===== config.mk =====
export PLATFORM = sky130hd
export DESIGN_NAME = http_response_length_scanner
export DESIGN_NICKNAME = d
export VERILOG_FILES = /design/src/design/rls_pkg.sv /design/src/design/http_response_length_scanner.sv /design/src/design/rls_in_reg.sv /design/src/design/rls_scan_core.sv /design/src/design/rls_out_reg.sv
export SDC_FILE = /design/constraint.sdc
export NUM_CORES = 1
export LEC_CHECK = 0
export ABC_AREA = 0
export BUFFER_PORTS_ARGS = -buffer_cell sky130_fd_sc_hd__buf_2
export CAP_MARGIN = 20
export CORE_ASPECT_RATIO = 1.2
export CORE_MARGIN = 2
export CORE_UTILIZATION = 35
export DETAILED_ROUTE_END_ITERATION = 6
export HOLD_SLACK_MARGIN = 0.06
export PLACE_DENSITY_LB_ADDON = 0.12
export SYNTH_ARGS = -nofsm -noshare
export SYNTH_HDL_FRONTEND = slang
export SYNTH_SLANG_ARGS = --single-unit

===== constraint.sdc =====
create_clock -name clk_i -period 11.58 [get_ports clk_i]
set_clock_uncertainty 0.15 [all_clocks]
set_input_delay 1.158 -clock clk_i [delete_from_list [all_inputs] [get_ports clk_i]]
set_output_delay 1.158 -clock clk_i [all_outputs]
set_load 0.005 [all_outputs]

===== src/design/rls_pkg.sv =====
// ----------------------------------------------------------------------------
// rls_pkg
// Shared types, constants and the header key table of the response length
// scanner.
// ----------------------------------------------------------------------------
package rls_pkg;

  // largest number of bytes scanned before the scan is cut off
  localparam int unsigned MAX_MESSAGE_BYTES = 16384;
  localparam int unsigned LEN_W             = $clog2(MAX_MESSAGE_BYTES + 1);

  // header key "Content-Length:"
  localparam int unsigned KEY_LEN   = 15;
  localparam int unsigned KEY_IDX_W = $clog2(KEY_LEN + 1);

  localparam logic [7:0] BYTE_NUL = 8'h00;
  localparam logic [7:0] BYTE_LF  = 8'h0A;
  localparam logic [7:0] BYTE_CR  = 8'h0D;
  localparam logic [7:0] BYTE_SP  = 8'h20;

  // line phase, one-hot
  typedef enum logic [2:0] {
    PH_TOKEN = 3'b001,
    PH_VALUE = 3'b010,
    PH_REST  = 3'b100
  } phase_e;

  // one input word
  typedef struct packed {
    logic [7:0] data_byte;
    logic       last_byte;
  } item_t;

  // one result word
  typedef struct packed {
    logic [31:0] total_size;
    logic        length_found;
    logic        header_complete;
  } result_t;

  // per-line scan state plus the latched length
  typedef struct packed {
    phase_e                 phase;
    logic [KEY_IDX_W-1:0]   match_idx;
    logic                   has_bytes;
    logic [LEN_W-1:0]       line_bytes;
    logic [31:0]            acc;
    logic [31:0]            content_len;
    logic                   len_seen;
  } scan_t;

  // key character at a match position
  function automatic logic [7:0] key_char(logic [KEY_IDX_W-1:0] idx);
    logic [7:0] c;
    begin
      case (idx)
        4'd0:    c = "C";
        4'd1:    c = "o";
        4'd2:    c = "n";
        4'd3:    c = "t";
        4'd4:    c = "e";
        4'd5:    c = "n";
        4'd6:    c = "t";
        4'd7:    c = "-";
        4'd8:    c = "L";
        4'd9:    c = "e";
        4'd10:   c = "n";
        4'd11:   c = "g";
        4'd12:   c = "t";
        4'd13:   c = "h";
        4'd14:   c = ":";
        default: c = BYTE_NUL;
      endcase
      return c;
    end
  endfunction

endpackage


===== src/design/http_response_length_scanner.sv =====
// An accepted word waits in the input register; a result word that it yields is
// then loaded into the result register.
// Throughput: one byte per cycle; the input register and the result register are
// the only stages, and both move whenever the result register is free.
// A stalled result holds the scan stage, and the input side backs up behind it.
// Reset (rst_ni low, asynchronous) clears all scan state and empties both register stages.
// ----------------------------------------------------------------------------
// http_response_length_scanner
// Scans an HTTP response byte stream for the Content-Length header and
// reports the content length plus the header length.
// ----------------------------------------------------------------------------
module http_response_length_scanner (
  input  logic        clk_i,
  input  logic        rst_ni,
  input  logic [7:0]  data_byte_i,
  input  logic        last_byte_i,
  input  logic        in_valid_i,
  output logic        in_ready_o,
  output logic [31:0] total_size_o,
  output logic        length_found_o,
  output logic        header_complete_o,
  output logic        out_valid_o,
  input  logic        out_ready_i
);
  import rls_pkg::*;

  item_t   item_in;
  item_t   item_q;
  logic    item_valid;
  logic    out_free;
  logic    advance;
  logic    emit;
  result_t res;

  assign item_in.data_byte = data_byte_i;
  assign item_in.last_byte = last_byte_i;

  // scan stage moves when it holds a word and the result register is free
  assign advance = item_valid && out_free;

  rls_in_reg u_in_reg (
    .clk_i      (clk_i),
    .rst_ni     (rst_ni),
    .in_valid_i (in_valid_i),
    .in_ready_o (in_ready_o),
    .item_i     (item_in),
    .take_i     (advance),
    .valid_o    (item_valid),
    .item_o     (item_q)
  );

  rls_scan_core u_scan_core (
    .clk_i     (clk_i),
    .rst_ni    (rst_ni),
    .advance_i (advance),
    .item_i    (item_q),
    .emit_o    (emit),
    .res_o     (res)
  );

  rls_out_reg u_out_reg (
    .clk_i             (clk_i),
    .rst_ni            (rst_ni),
    .load_i            (advance && emit),
    .res_i             (res),
    .free_o            (out_free),
    .out_valid_o       (out_valid_o),
    .out_ready_i       (out_ready_i),
    .total_size_o      (total_size_o),
    .length_found_o    (length_found_o),
    .header_complete_o (header_complete_o)
  );

endmodule


===== src/design/rls_in_reg.sv =====
// ----------------------------------------------------------------------------
// rls_in_reg
// Input register: holds one accepted word until the scan stage takes it.
// ----------------------------------------------------------------------------
module rls_in_reg (
  input  logic          clk_i,
  input  logic          rst_ni,
  input  logic          in_valid_i,
  output logic          in_ready_o,
  input  rls_pkg::item_t item_i,
  input  logic          take_i,
  output logic          valid_o,
  output rls_pkg::item_t item_o
);
  import rls_pkg::*;

  logic  valid_q;
  item_t item_q;

  // free when empty or when the held word moves on this cycle
  assign in_ready_o = !valid_q || take_i;

  always_ff @(posedge clk_i or negedge rst_ni) begin
    if (!rst_ni) begin
      valid_q <= 1'b0;
    end else if (in_ready_o) begin
      valid_q <= in_valid_i;
    end
  end

  // payload
  always_ff @(posedge clk_i) begin
    if (in_ready_o && in_valid_i) begin
      item_q <= item_i;
    end
  end

  assign valid_o = valid_q;
  assign item_o  = item_q;

endmodule


===== src/design/rls_scan_core.sv =====
// ----------------------------------------------------------------------------
// rls_scan_core
// Scan state and the per-byte update: line split at CR LF, key match,
// digit accumulation and the end-of-scan decision.
// ----------------------------------------------------------------------------
module rls_scan_core (
  input  logic             clk_i,
  input  logic             rst_ni,
  input  logic             advance_i,
  input  rls_pkg::item_t   item_i,
  output logic             emit_o,
  output rls_pkg::result_t res_o
);
  import rls_pkg::*;

  localparam scan_t SCAN_RESET = '{
    phase:       PH_TOKEN,
    match_idx:   '0,
    has_bytes:   1'b0,
    line_bytes:  '0,
    acc:         '0,
    content_len: '0,
    len_seen:    1'b0
  };

  scan_t            scan_q, scan_d;
  logic [LEN_W-1:0] hdr_q, hdr_d;
  logic             cr_q, cr_d;
  logic             done_q, done_d;

  // one ordinary line byte that is not a held CR
  function automatic scan_t take_byte(scan_t s, logic [7:0] b);
    scan_t r;
    begin
      r            = s;
      r.line_bytes = s.line_bytes + LEN_W'(1);
      r.has_bytes  = 1'b1;
      case (s.phase)
        PH_TOKEN: begin
          if (b == BYTE_SP) begin
            if (s.match_idx == KEY_IDX_W'(KEY_LEN)) begin
              r.phase = PH_VALUE;
              r.acc   = '0;
            end else begin
              r.phase = PH_REST;
            end
          end else if ((s.match_idx < KEY_IDX_W'(KEY_LEN)) &&
                       (b == key_char(s.match_idx))) begin
            r.match_idx = s.match_idx + KEY_IDX_W'(1);
          end else begin
            r.phase = PH_REST;
          end
        end
        PH_VALUE: begin
          if (b == BYTE_SP) begin
            r.content_len = s.acc;
            r.len_seen    = 1'b1;
            r.phase       = PH_REST;
          end else if (b inside {[8'h30:8'h39]}) begin
            r.acc = (s.acc << 3) + (s.acc << 1) + {28'd0, b[3:0]};
          end
        end
        default: ;
      endcase
      return r;
    end
  endfunction

  // next-state and result logic for the word in the input register
  always_comb begin
    logic [7:0]     b;
    logic           last;
    logic           emit;
    logic           complete;
    logic [LEN_W:0] taken;

    b        = item_i.data_byte;
    last     = item_i.last_byte;
    emit     = 1'b0;
    complete = 1'b0;
    scan_d   = scan_q;
    hdr_d    = hdr_q;
    cr_d     = cr_q;
    done_d   = done_q;
    taken    = '0;

    if (done_q) begin
      // drain until the final byte
      if (last) begin
        scan_d = SCAN_RESET;
        hdr_d  = '0;
        cr_d   = 1'b0;
        done_d = 1'b0;
      end
    end else begin
      if (b == BYTE_NUL) begin
        emit = 1'b1;
      end else if (cr_q && (b == BYTE_LF)) begin
        // line end
        cr_d = 1'b0;
        if (!scan_q.has_bytes) begin
          hdr_d    = hdr_q + LEN_W'(2);
          emit     = 1'b1;
          complete = 1'b1;
        end else begin
          hdr_d = hdr_q + scan_q.line_bytes + LEN_W'(2);
          if ((scan_q.phase == PH_TOKEN) &&
              (scan_q.match_idx == KEY_IDX_W'(KEY_LEN))) begin
            scan_d.content_len = '0;
            scan_d.len_seen    = 1'b1;
          end else if (scan_q.phase == PH_VALUE) begin
            scan_d.content_len = scan_q.acc;
            scan_d.len_seen    = 1'b1;
          end
          scan_d.phase      = PH_TOKEN;
          scan_d.match_idx  = '0;
          scan_d.has_bytes  = 1'b0;
          scan_d.line_bytes = '0;
          scan_d.acc        = '0;
        end
      end else begin
        // a held lone CR becomes a line byte: no digit, breaks a token
        if (cr_q) begin
          cr_d              = 1'b0;
          scan_d.line_bytes = scan_q.line_bytes + LEN_W'(1);
          scan_d.has_bytes  = 1'b1;
          if (scan_q.phase == PH_TOKEN) begin
            scan_d.phase = PH_REST;
          end
        end
        if (b == BYTE_CR) begin
          cr_d = 1'b1;
        end else begin
          scan_d = take_byte(scan_d, b);
        end
      end

      // buffer end or size limit
      if (!emit) begin
        taken = {1'b0, hdr_d} + {1'b0, scan_d.line_bytes} + {{LEN_W{1'b0}}, cr_d};
        if (last || (taken >= (LEN_W+1)'(MAX_MESSAGE_BYTES))) begin
          emit = 1'b1;
        end
      end

      if (emit) begin
        if (last) begin
          done_d = 1'b0;
        end else begin
          done_d = 1'b1;
        end
      end
    end

    res_o.total_size      = scan_d.content_len + {{(32-LEN_W){1'b0}}, hdr_d};
    res_o.length_found    = scan_d.len_seen;
    res_o.header_complete = complete;
    emit_o                = emit;

    // final byte after a result restarts the scan
    if (emit && last) begin
      scan_d = SCAN_RESET;
      hdr_d  = '0;
      cr_d   = 1'b0;
    end
  end

  // scan state
  always_ff @(posedge clk_i or negedge rst_ni) begin
    if (!rst_ni) begin
      scan_q <= SCAN_RESET;
      hdr_q  <= '0;
      cr_q   <= 1'b0;
      done_q <= 1'b0;
    end else if (advance_i) begin
      scan_q <= scan_d;
      hdr_q  <= hdr_d;
      cr_q   <= cr_d;
      done_q <= done_d;
    end
  end

endmodule


===== src/design/rls_out_reg.sv =====
// ----------------------------------------------------------------------------
// rls_out_reg
// Result register: holds one result word until the sink takes it.
// ----------------------------------------------------------------------------
module rls_out_reg (
  input  logic             clk_i,
  input  logic             rst_ni,
  input  logic             load_i,
  input  rls_pkg::result_t res_i,
  output logic             free_o,
  output logic             out_valid_o,
  input  logic             out_ready_i,
  output logic [31:0]      total_size_o,
  output logic             length_found_o,
  output logic             header_complete_o
);
  import rls_pkg::*;

  logic    valid_q;
  result_t res_q;

  // can accept a new word this cycle
  assign free_o = !valid_q || out_ready_i;

  always_ff @(posedge clk_i or negedge rst_ni) begin
    if (!rst_ni) begin
      valid_q <= 1'b0;
    end else if (load_i) begin
      valid_q <= 1'b1;
    end else if (out_ready_i) begin
      valid_q <= 1'b0;
    end
  end

  // payload
  always_ff @(posedge clk_i) begin
    if (load_i) begin
      res_q <= res_i;
    end
  end

  assign out_valid_o       = valid_q;
  assign total_size_o      = res_q.total_size;
  assign length_found_o    = res_q.length_found;
  assign header_complete_o = res_q.header_complete;

endmodule

# Word level (Yosys, flattened, before mapping)

Memories as Yosys holds them, arrays and structs flattened.
Index checks and enable logic that the tools add are counted.

Flip-flop bits (word level): 150
Latch bits: 0
Bits in writable memories: 0
Memory bits (read-only): 112
Input bits: 13
Output and inout port bits: 36
Word-level logic and storage cells: 143
Memories: 1

Add/subtract/negate cells: 11
Multipliers: 0
Div/mod/pow operators: 0
Order comparisons: 4
Eq/ne operators: 19
Shift-type cells: 0
Muxes and demuxes: 67
Bitwise logic cells: 0
Reduce and logical (&&, ||, !) cells: 24

Memories:

| name            | words | bits a word | rd ports | clocked after memory_dff | wr ports | RTL line      | source |
|---|---|---|---|---|---|---|---|
| (no name shown) | 16    | 7           | 1        | 0                        | 0        | rls_pkg.sv:56 | `case (idx)` |

Operators by type and width:

| operator              | count |
|---|---|
| $mux 88               | 8 |
| $mux 33               | 4 |
| $mux 32               | 4 |
| $mux 15               | 7 |
| $mux 16               | 4 |
| $pmux 32 s2           | 1 |
| $mux 8                | 6 |
| $add 32x15->32        | 1 |
| $add 32x32->32        | 1 |
| $add 32x4->32         | 1 |
| $add 15x1->15 const B | 2 |
| $add 15x2->15 const B | 2 |
| $mux 3                | 9 |
| $mux 1                | 20 |
| $add 15x15->16        | 1 |
| $add 16x1->16         | 1 |
| $eq 8x4->1 const B    | 2 |
| $ge 16x15->1 const B  | 1 |
| $add 15x15->15        | 1 |
| $ne 5x1->1 const B    | 3 |
| $mux 4                | 3 |
| $ne 4x2->1 const B    | 3 |
| $reduce_and 10->1     | 1 |
| $eq 8x6->1 const B    | 1 |
| 24 further kinds      | 38 |

# Depth between registers and ports, before layout

Depth in word-level cells: 32
Depth in mapped cells: 24
Mapped depth without buffers: 24

# Cells and area by module

From an unflattened synthesis, not the netlist that was laid out.

Cells, all modules: 1324
Area, all modules: 12015.3 µm²

By module, submodules not included:

| module                       | instances | cells an instance | area an instance (µm²) | seq. area each (µm²) |
|---|---|---|---|---|
| rls_scan_core                | 1         | 1272              | 10610.2                | 2628.8 |
| rls_out_reg                  | 1         | 37                | 1068.5                 | 1046.0 |
| rls_in_reg                   | 1         | 13                | 324.1                  | 295.3 |
| http_response_length_scanner | 1         | 2                 | 12.5                   | 0.0 |

# Least setup slack after synthesis

Ideal clock, no wire load.

Kind: register to register
Start point: register, netlist name u_in_reg.item_o[5]
End point: register u_out_reg.res_q, in the netlist u_out_reg.header_complete_o (enable)
Setup time: 0.425 ns
Data arrival time: 5.316 ns
Data required time: 11.005 ns
Slack: 5.688 ns
Cell stages (with the launch flop): 21
Buffers on the path: 2
Clock period less this slack: 5.892 ns
Path through: edfxtp_1 > or4_4 > buf_6 > nor3_1 > clkbuf_1 > nor2_1 > a21oi_1 > nor2b_1 > nor2_1 > fa_1 > inv_1 > fa_1 > a21o_1 > a21o_1 > a21o_1 > a21o_1 > a21oi_1 > nor3_1 > a31oi_1 > o21ai_0 > nor2_1

Word-level cells in the longest chain between the ends: 14
Elaborated cells between the ends (all ways): 27
Classes of those cells: add/sub (2); order compare (1); eq/ne (2); mux (18); reduce/logical (4)

Ends and longest elaborated chain:

| element                                             | RTL line                                  | source |
|---|---|---|
| $eq 8x4->1 (on tied branches)                       | rls_scan_core.sv:131, rls_scan_core.sv:98 |  |
| $mux 88 / $logic_and 1x1->1 (equally long branches) | rls_scan_core.sv:131, rls_scan_core.sv:98 |  |
| $mux 88 / $mux 15 (equally long branches)           | rls_scan_core.sv:98                       | `end else if (cr_q && (b == BYTE_LF)) begin` |
| $mux 88 / $mux 15 (equally long branches)           | rls_scan_core.sv:96                       | `if (b == BYTE_NUL) begin` |
| $mux 88 / $mux 15 (equally long branches)           | rls_scan_core.sv:87                       | `if (done_q) begin` |
| $add 15x15->16                                      | rls_scan_core.sv:140                      | `taken = {1'b0, hdr_d} + {1'b0, scan_d.line_bytes} + {{LEN_W{1'b0}}, cr_d};` |
| $add 16x1->16                                       | rls_scan_core.sv:140                      |  |
| $ge 16x15->1                                        | rls_scan_core.sv:141                      | `if (last \|\| (taken >= (LEN_W+1)'(MAX_MESSAGE_BYTES))) begin` |
| $logic_or 1x1->1                                    | rls_scan_core.sv:141                      |  |
| $mux 1                                              | rls_scan_core.sv:141                      |  |
| $mux 1 *                                            | rls_scan_core.sv:139                      | `if (!emit) begin` |
| $mux 1 * (2 in a row)                               | rls_scan_core.sv:87                       |  |
| $logic_and 1x1->1 *                                 | http_response_length_scanner.sv:64        | `.load_i (advance && emit),` |
| named net u_out_reg.load_i                          | rls_out_reg.sv:8                          | `input logic load_i,` |
| end signal: assignment                              | rls_out_reg.sv:38                         | `res_q <= res_i;` |
| end: declaration                                    | rls_out_reg.sv:20                         | `result_t res_q;` |

The timed path passes the listed nets; every way through them passes the cells marked *. The select of a mux whose other input is x is not followed.
A chain may end at the register's enable or synchronous reset.

==> results by group <==
Setup path
  • Slowest stage delay, CP: 0.79 ns
  • CP Capture Type: flip-flop
  • CP max FO: 19
  • FF-to-FF Start: u_scan_core.scan_q[80]
  • Startpoint types: flip-flop
  • Reg2reg end: u_out_reg.total_size_o[25]
  • Crit-path slowest cell: dfrtp_1
  • CP delay by family, top: compound AO/OA/AOI/OAI gates
  • WP buf/inv: 2
  • Flop-to-flop setup slack: 5.33 ns
  • Cell chain of the critical path: clkinv_1 -> nor4_4 -> a21oi_1 -> buf_4 -> a21o_1 -> nand2_1 -> nand2_1 -> ha_1 -> a211oi_1 -> nor2_1 -> o41ai_1 -> o21ai_0 -> and4_1 -> a211oi_1 -> or3b_1 -> nor3_2 -> xnor2_1
  • Critical Path RT: 11.60 ns
  • WP data arrival: 6.27 ns
  • CP Depth: 17
  • R2R cell count: 17
  • Crit path kind: reg -> reg

Pwr
  • PD cells: 104 mW/mm²
  • Sw Share: 30.8%
  • Static leakage: 0.00599 µW
  • Internal power: 949 µW
  • Comb pwr share: 14.6%
  • VDD IR max: 0.0806 mV
  • Clock Power Share: 42.2%
  • Switching power: 423 µW
  • Power share of the sequential group: 43.1%

Timing
  • Period utilisation layout: 54.0%
  • Tmin final: 6.25 ns
  • RSZ-0062 raised after global routing: no
  • Fmax: 160 MHz
  • Final Hold Fails: 0
  • Setup Viol. Count Final: 0
  • WHS: 0.340 ns
  • Max_slew headroom: 33.2%
  • Tightest Pin Transition: 1.00 ns
  • Setup TNS Final: 0 ns
  • Slew Limit Fails: 0

Logic synthesis
  • Cells after Synth: 1334
  • Top-count cell post-synth: ha_1
  • Synth cell types: 81
  • Post-synth top cells: ha_1, nand2_1, dfrtp_1, o21ai_0, nor2_1
  • Sequential fraction of the synthesis area: 33.2%
  • Dominant cell type by area after synthesis: dfrtp_1
  • Synth top area share: 22.2%
  • Top cells by area, synth: dfrtp_1, ha_1, edfxtp_1
  • Share of flip-flops with an asynchronous set or reset: 71.3%
  • Mean area per synthesized cell: 8.97 µm²
  • Syn Nets: 1474
  • Most used DFF post-synth: dfrtp_1
  • Synth Register Bits: 150
  • Post-synth EDFFs: 43
  • Synth Cell Area: 0.0120 mm²
  • Yosys warnings: 0

Clock network
  • CTS tree: yes
  • Hold-fix buffers at CTS: 0
  • TritonCTS Sinks: 150
  • CTS max path bufs: 2
  • H-tree depth: 4
  • Post-CTS sizing: 0
  • Post-CTS Setup Repair Bufs: 0
  • Worst skew pair latency: 0.43 ns
  • Num CTS Buffers: 17
  • Clock transition at path regs: 0.07 ns
  • Root buf cell: clkbuf_16

Placement
  • GP Congestion: 0.844
  • IO buf count: 48
  • Final HPWL DP: 27400 µm
  • Placed Cells: 1791

GRT
  • First-pass GRT wire length: 57600 µm
  • Initial antenna violation count: 0
  • Total gr overflow: 0
  • Gr usage total: 20.5%
  • Pin count of the biggest net entering global routing: 68
  • Vias in the first global route: 10100

Die
  • Die height: 207 µm
  • # IOs: 49
  • Starting Density: 35.3%
  • Die span in x: 173 µm
  • Rows: 74
  • Core Region: 0.0339 mm²
  • Die area: 0.0357 mm²

Detailed routing
  • Initial drt markers: 767
  • Via count: 10200
  • DR vias/cell: 5.59
  • Pre-Repair DR Iteration Count: 5
  • Routed length per instance: 19.7 µm
  • Detailed-route DRC error count: 0
  • DRT Wirelength: 36000 µm
  • Remaining antenna violation count: 0

Finish
  • Post-route insts no fill: 1823
  • Area Growth Syn to Fin: 10.7%
  • N_diodes: 0
  • Nets: 1494
  • Proportion of layout cells with a drive suffix above 1: 9.29%
  • Post-Route Utilization: 39.1%

Worst hold path
  • Worst hold endpoint: u_scan_core.scan_q[26]
  • Worst hold path type: reg -> reg
  • Hold Path Depth: 2
  • HP Start: u_scan_core.scan_q[26]

Run status
  • Outcome: complete, no violations

Run
  • MaxCap Viol Count: 0
==> stage by stage <==
step           power, µW  cell area, µm²  setup slack [ns]
5_1_grt             1430           13200              4.94
3_5_place_dp         805           12700              5.32
6_report            1370           13200              5.33
4_1_cts             1390           13200              5.34
3_3_place_gp         804           12700              5.42
2_1_floorplan        731           12000              5.69
==> power by group through the flow <==
stage / Sequential (µW) / Clock (µW) / Combinational [µW]
2_1_floorplan: 589 / 0 / 142
3_3_place_gp: 602 / 0 / 202
5_1_grt: 596 / 612 / 227
6_report: 592 / 580 / 201
3_5_place_dp: 602 / 0 / 202
4_1_cts: 592 / 594 / 203
==> worst register-to-register path: cells and delay by family, from the launching register on <==
kind            cells  cell delay, ns
xor+xnor            1            0.15
buf+inv             2            0.73
simple gates        7            1.83
flops               1            0.79
compound gates      6            2.03
fa+ha+maj           1            0.31
==> worst max-delay path by stage <==
stage                                start                           to
floorplan               u_in_reg.item_o[5]  u_out_reg.header_complete_o
global placement    u_scan_core.scan_q[80]   u_out_reg.total_size_o[27]
detailed placement  u_scan_core.scan_q[80]   u_out_reg.total_size_o[25]
CTS                 u_scan_core.scan_q[80]   u_out_reg.total_size_o[23]
global route        u_scan_core.scan_q[80]   u_out_reg.total_size_o[25]
finish              u_scan_core.scan_q[80]   u_out_reg.total_size_o[25]
==> cells in the final DEF, fill, tap and decap left out, types with 6 or more instances in the layout <==
cell type and n:
nor2b_1 14, a22oi_1 14, o21bai_1 8, o22ai_1 6, a21oi_1 94, nand2b_1 15
o21a_1 22, or3_1 6, fa_1 6, buf_2 47, nand4_1 11, clkbuf_16 17
a31oi_1 9, nand3b_1 6, a211oi_1 11, buf_4 17, a211o_1 6, nor3_1 21
o31a_1 6, inv_1 36, o211ai_1 10, nor2_1 95, o21ai_0 105, o31ai_1 9
xnor2_1 60, xor2_1 23, ha_1 121, dfrtp_1 106, nand3_1 49, a21o_1 27
and2_1 10, edfxtp_1 43, or2_2 8, and3_1 17, nand2_1 120, a22o_1 84
nor4_1 10
==> cell type report <==
| type | instances | area [µm²] |
|---|---|---|
| Clock buffer | 17 | 425 |
| Clock inverter | 15 | 171 |
| Fill cell | 3456 | 20600 |
| Inverter | 38 | 143 |
| Multi-Input combinational cell | 1083 | 7610 |
| Sequential cell | 150 | 3970 |
| Tap cell | 456 | 571 |
| Timing Repair Buffer | 64 | 363 |
==> metal layers <==
layer | part of all wire, % | global-route usage, % | wire (µm)
met4 | 2.0 | 6.30 | 737
met3 | 2.7 | 1.94 | 982
met5 | 0 | 0 | 0
met1 | 46 | 26.8 | 16500
met2 | 49 | 35.9 | 17700
==> registers in the layout (all words and copies together) (netlist names) <==
signal	flops
u_in_reg.item_o	9
u_in_reg.valid_o	1
u_out_reg.header_complete_o	1
u_out_reg.length_found_o	1
u_out_reg.out_valid_o	1
u_out_reg.total_size_o	32
u_scan_core.cr_q	1
u_scan_core.done_q	1
u_scan_core.hdr_q	15
u_scan_core.scan_q	88
==> cells by family after synthesis <==
family          synth area share [%]
mux                            0.418
simple gates                    17.4
flops                           33.2
compound gates                  25.6
fa+ha+maj                       13.8
xor+xnor                        6.08
buf+inv                         3.46
Power figures use the tool's default switching activity.
